[src/rtl/core/asu_pkg.sv]
// shared types and defaults for the ascending integer sorter
`timescale 1ns / 1ps

package asu_pkg;

    localparam int MAX_ITEMS_DEF  = 64;
    localparam int VALUE_BITS_DEF = 32;

    // fill: beats enter the chain; drain: sorted beats leave from the head
    typedef enum logic
    {
        ST_FILL  = 1'b0,
        ST_DRAIN = 1'b1
    } asu_state_t;

    // per-cycle command broadcast to every cell
    typedef struct packed
    {
        logic insert;
        logic shift;
    } asu_cell_ctl_t;

endpackage

[src/rtl/core/asu_cell.sv]
// one cell of the insertion chain: holds one value and its valid flag
`timescale 1ns / 1ps

module asu_cell
    import asu_pkg::*;
#(
    parameter int VALUE_BITS = VALUE_BITS_DEF
)
(
    input  logic                  clk,
    input  logic                  rst_n,
    input  asu_cell_ctl_t         ctl,
    input  logic [VALUE_BITS-1:0] new_value,
    input  logic [VALUE_BITS-1:0] prev_value,
    input  logic                  prev_valid,
    input  logic                  prev_gt,
    input  logic [VALUE_BITS-1:0] next_value,
    input  logic                  next_valid,
    output logic [VALUE_BITS-1:0] value,
    output logic                  valid,
    output logic                  gt
);

    logic [VALUE_BITS-1:0] value_reg;
    logic [VALUE_BITS-1:0] value_next;
    logic                  valid_reg;
    logic                  valid_next;

    // empty cells count as larger than anything, so the chain stays packed
    assign gt = !valid_reg || ($signed(value_reg) > $signed(new_value));

    always_comb
    begin
        value_next = value_reg;
        valid_next = valid_reg;
        if (ctl.shift)
        begin
            value_next = next_value;
            valid_next = next_valid;
        end
        else if (ctl.insert && gt)
        begin
            if (prev_gt)
            begin
                value_next = prev_value;
                valid_next = prev_valid;
            end
            else
            begin
                value_next = new_value;
                valid_next = 1'b1;
            end
        end
    end

    always_ff @(posedge clk or negedge rst_n)
    begin
        if (!rst_n)
        begin
            valid_reg <= 1'b0;
        end
        else
        begin
            valid_reg <= valid_next;
        end
    end

    always_ff @(posedge clk)
    begin
        value_reg <= value_next;
    end

    assign value = value_reg;
    assign valid = valid_reg;

endmodule

[config.mk]
export PLATFORM = sky130hd
export DESIGN_NAME = asu_cell
export DESIGN_NICKNAME = d
export VERILOG_FILES = /design/src/rtl/core/asu_pkg.sv /design/src/rtl/core/asu_cell.sv
export SDC_FILE = /design/constraint.sdc
export NUM_CORES = 1
export LEC_CHECK = 0
export BUFFER_PORTS_ARGS = -buffer_cell sky130_fd_sc_hd__buf_2
export CAP_MARGIN = 20
export CORE_UTILIZATION = 49
export DETAILED_ROUTE_END_ITERATION = 10
export GPL_ROUTABILITY_DRIVEN = 0
export PLACE_DENSITY_LB_ADDON = 0.08
export SYNTH_ARGS = -nofsm -noshare
export SYNTH_HDL_FRONTEND = slang
export SYNTH_SLANG_ARGS = --single-unit
[constraint.sdc]
create_clock -name clk -period 7.1 [get_ports clk]
set_input_delay 1.775 -clock clk [delete_from_list [all_inputs] [get_ports clk]]
set_output_delay 1.775 -clock clk [all_outputs]
set_load 0.005 [all_outputs]
==> results.json <==
{
  "clockBufferDepth": 2,
  "h-tree-depth": 2,
  "syn_nets": 400,
  "cts_root_buffer": "clkbuf_8",
  "ys_seq_area_frac": 0.390,
  "yosysWarnings": 0,
  "skew_ps": 4.40,
  "critPathRequiredTime_ps": 5330,
  "numCtsBuffers": 5,
  "setup_tns_ps": 0,
  "wl_per_cell_um": 12.7,
  "min_period_ps": 5300,
  "status": "finished clean",
  "synth_edf_count": 32,
  "grt_pass1_wl_mm": 9.26,
  "antenna_cells": 0,
  "antenna_left": 0,
  "cts_tree": "built",
  "hp-start": "valid$_DFFE_PN0P_",
  "p_leak_nw": 1.76,
  "dp_hpwl_mm": 4.71,
  "worst_ep_arrival_time_ps": 3520,
  "tightest_slew_ps": 995,
  "drc_errors": 0,
  "hold_violations": 0,
  "async_flop_share": 0.0303,
  "synth_top_area_frac": 0.380,
  "final_cell_mix": "136 x buf_2, 38 x nand2_1, 35 x o21ai_0",
  "path_max_fanout": 5,
  "clkSlewWorstSetupHoldPaths_ps": 70,
  "crit_buf_inv": 3,
  "reg2reg_depth": 7,
  "vias_per_cell": 5.03,
  "numPortBuffers": 136,
  "startpoint_type": "input port",
  "cp_top_family": "simple AND/OR/NAND/NOR gates",
  "design_area_um2": 3330,
  "hold-worst-slack_ps": 739,
  "ys.flop_type": "edfxtp_1",
  "pre_cts_ws_ps": 1830,
  "reg2reg_slack_ps": 4270,
  "setup_viol": 0,
  "coreArea_um2": 4850,
  "p_total_w": 0.000553,
  "grt_max_degree": 69,
  "yosys.area.top_type": "edfxtp_1",
  "final_common_cell": "buf_2",
  "regToRegStartpoint": "value[31]$_DFFE_PP_",
  "crit_path_top_delay_cell": "nor4_1",
  "ctsHoldBuffers": 0,
  "hold_path_class": "flip-flop to flip-flop",
  "first_pass_iters": 4,
  "finalNetCount": 533,
  "crit_chain": "buf_2, inv_1, ha_1, nand4_2, nor4_1, o31ai_1, a31oi_1, nand2b_1, buf_2",
  "fmax_mhz": 189,
  "synth.avg_cell_area_um2": 9.53,
  "grt_pass1_vias": 2175,
  "dieArea_um2": 5450,
  "synth_cell_types": 30,
  "die_w_um": 73.8,
  "p_per_area_nw_per_um2": 166,
  "critPathKind": "input port to output pin",
  "io_pins": 137,
  "slew_headroom": 0.337,
  "r2r-end": "value[13]$_DFFE_PP_",
  "grt.overflow.total": 0,
  "postPlaceCellArea_um2": 3250,
  "whs_path_depth": 4,
  "synth_cells": 265,
  "rsz0062_at_grt": "no",
  "antenna_found_initial": 0,
  "chipHeight_um": 73.8,
  "grt_use_total": 0.224,
  "clock_latency_ps": 280,
  "initial_core_util": 0.521,
  "cts_setup_buffers": 0,
  "cts_resized": 0,
  "maxCapViolCount": 0,
  "worst_slack_ps": 1800,
  "cp_common_cell": "buf_2",
  "drive_gt1_frac": 0.366,
  "numClockSinks": 33,
  "timing.final.crit_share": 0.746,
  "endpoint_kind": "output pin",
  "largest_reg_flops": 32,
  "rows": 25,
  "slowest_delay_ps": 390,
  "ys_ff_latch": 33,
  "synth_area_leaders": "edfxtp_1 38%, ha_1 16%, mux2i_1 13%",
  "fill_cells": 404,
  "syn_to_final_growth_pct": 31.9,
  "peakVddDrop_mv": 0.102,
  "wirelength_mm": 5.92,
  "vias": 2343,
  "netlist_area_um2": 2530,
  "critPathLaunch": "new_value[31]",
  "drv_slew": 0,
  "worstHoldEndpoint": "valid$_DFFE_PN0P_",
  "drtIter0Drc": 79
}
[layout make-up]
cell class	count	area, um^2	area share
clock buffer	8	80.1	0.0240
inverter	32	120	0.0360
multi-input combinational	189	1380	0.413
sequential	33	986	0.296
tap	67	83.8	0.0252
timing repair buffer	137	688	0.206
[worst max path at each step]
stage,endpoint,cells past startpoint
6_report,gt,9
3_5_place_dp,gt,10
4_1_cts,gt,10
2_1_floorplan,gt,8
5_1_grt,gt,9
3_3_place_gp,gt,10
[metal layers]
layer / vias to the layer above / global-route usage / routed length [um]
met5: - / 0 / 0
met2: 85 / 0.396 / 2910
met4: 0 / 0.0620 / 29
met3: 2 / 0.0590 / 396
met1: 1029 / 0.268 / 2580
li1: 1227 / - / -
[cell families (layout without fill, tap and decap cells)]
kind of cell,Yosys count,after routing,synth area share
flip-flops,33,33,0.390
AND/OR/NAND/NOR,61,61,0.116
AO/OA/AOI/OAI,64,64,0.143
multiplexers,32,32,0.127
adder cells (fa/ha/maj),32,32,0.158
buffers and inverters,43,177,0.0654
[tightest hold or removal path: cells and delay by family, from the launching register on]
kind / cells / cell delay (ps)
flip-flops: 1 / 410
AO/OA/AOI/OAI: 3 / 210
AND/OR/NAND/NOR: 1 / 80
[cell usage after synthesis, types with 2 or more instances]
cell type  number
nand2_1        38
o21ai_0        35
edfxtp_1       32
ha_1           32
inv_1          32
mux2i_1        32
a21oi_1        16
clkbuf_1        8
nand4_1         7
nand3_1         4
a21o_1          3
buf_2           3
nand2b_1        2
nand4_2         2
nor2_1          2
nor4_1          2
o211ai_1        2
[per-stage QoR]
step | util | instances
after detailed placement | 0.671 | 458
final | 0.687 | 466
after global placement | 0.671 | 458
after CTS | 0.687 | 466
after floorplan | - | 265
after global routing | 0.687 | 466
[where the power goes]
part	total [W]	switching [W]	leakage (nW)	internal (W)
Combinational	0.000163	0.0000836	1.38	0.0000791
Clock	0.000135	0.0000654	0.0395	0.0000697
Sequential	0.000255	0.0000128	0.341	0.000242
Total	0.000553	0.000162	1.76	0.000391
Note: power is estimated with default switching activity, not from simulation.
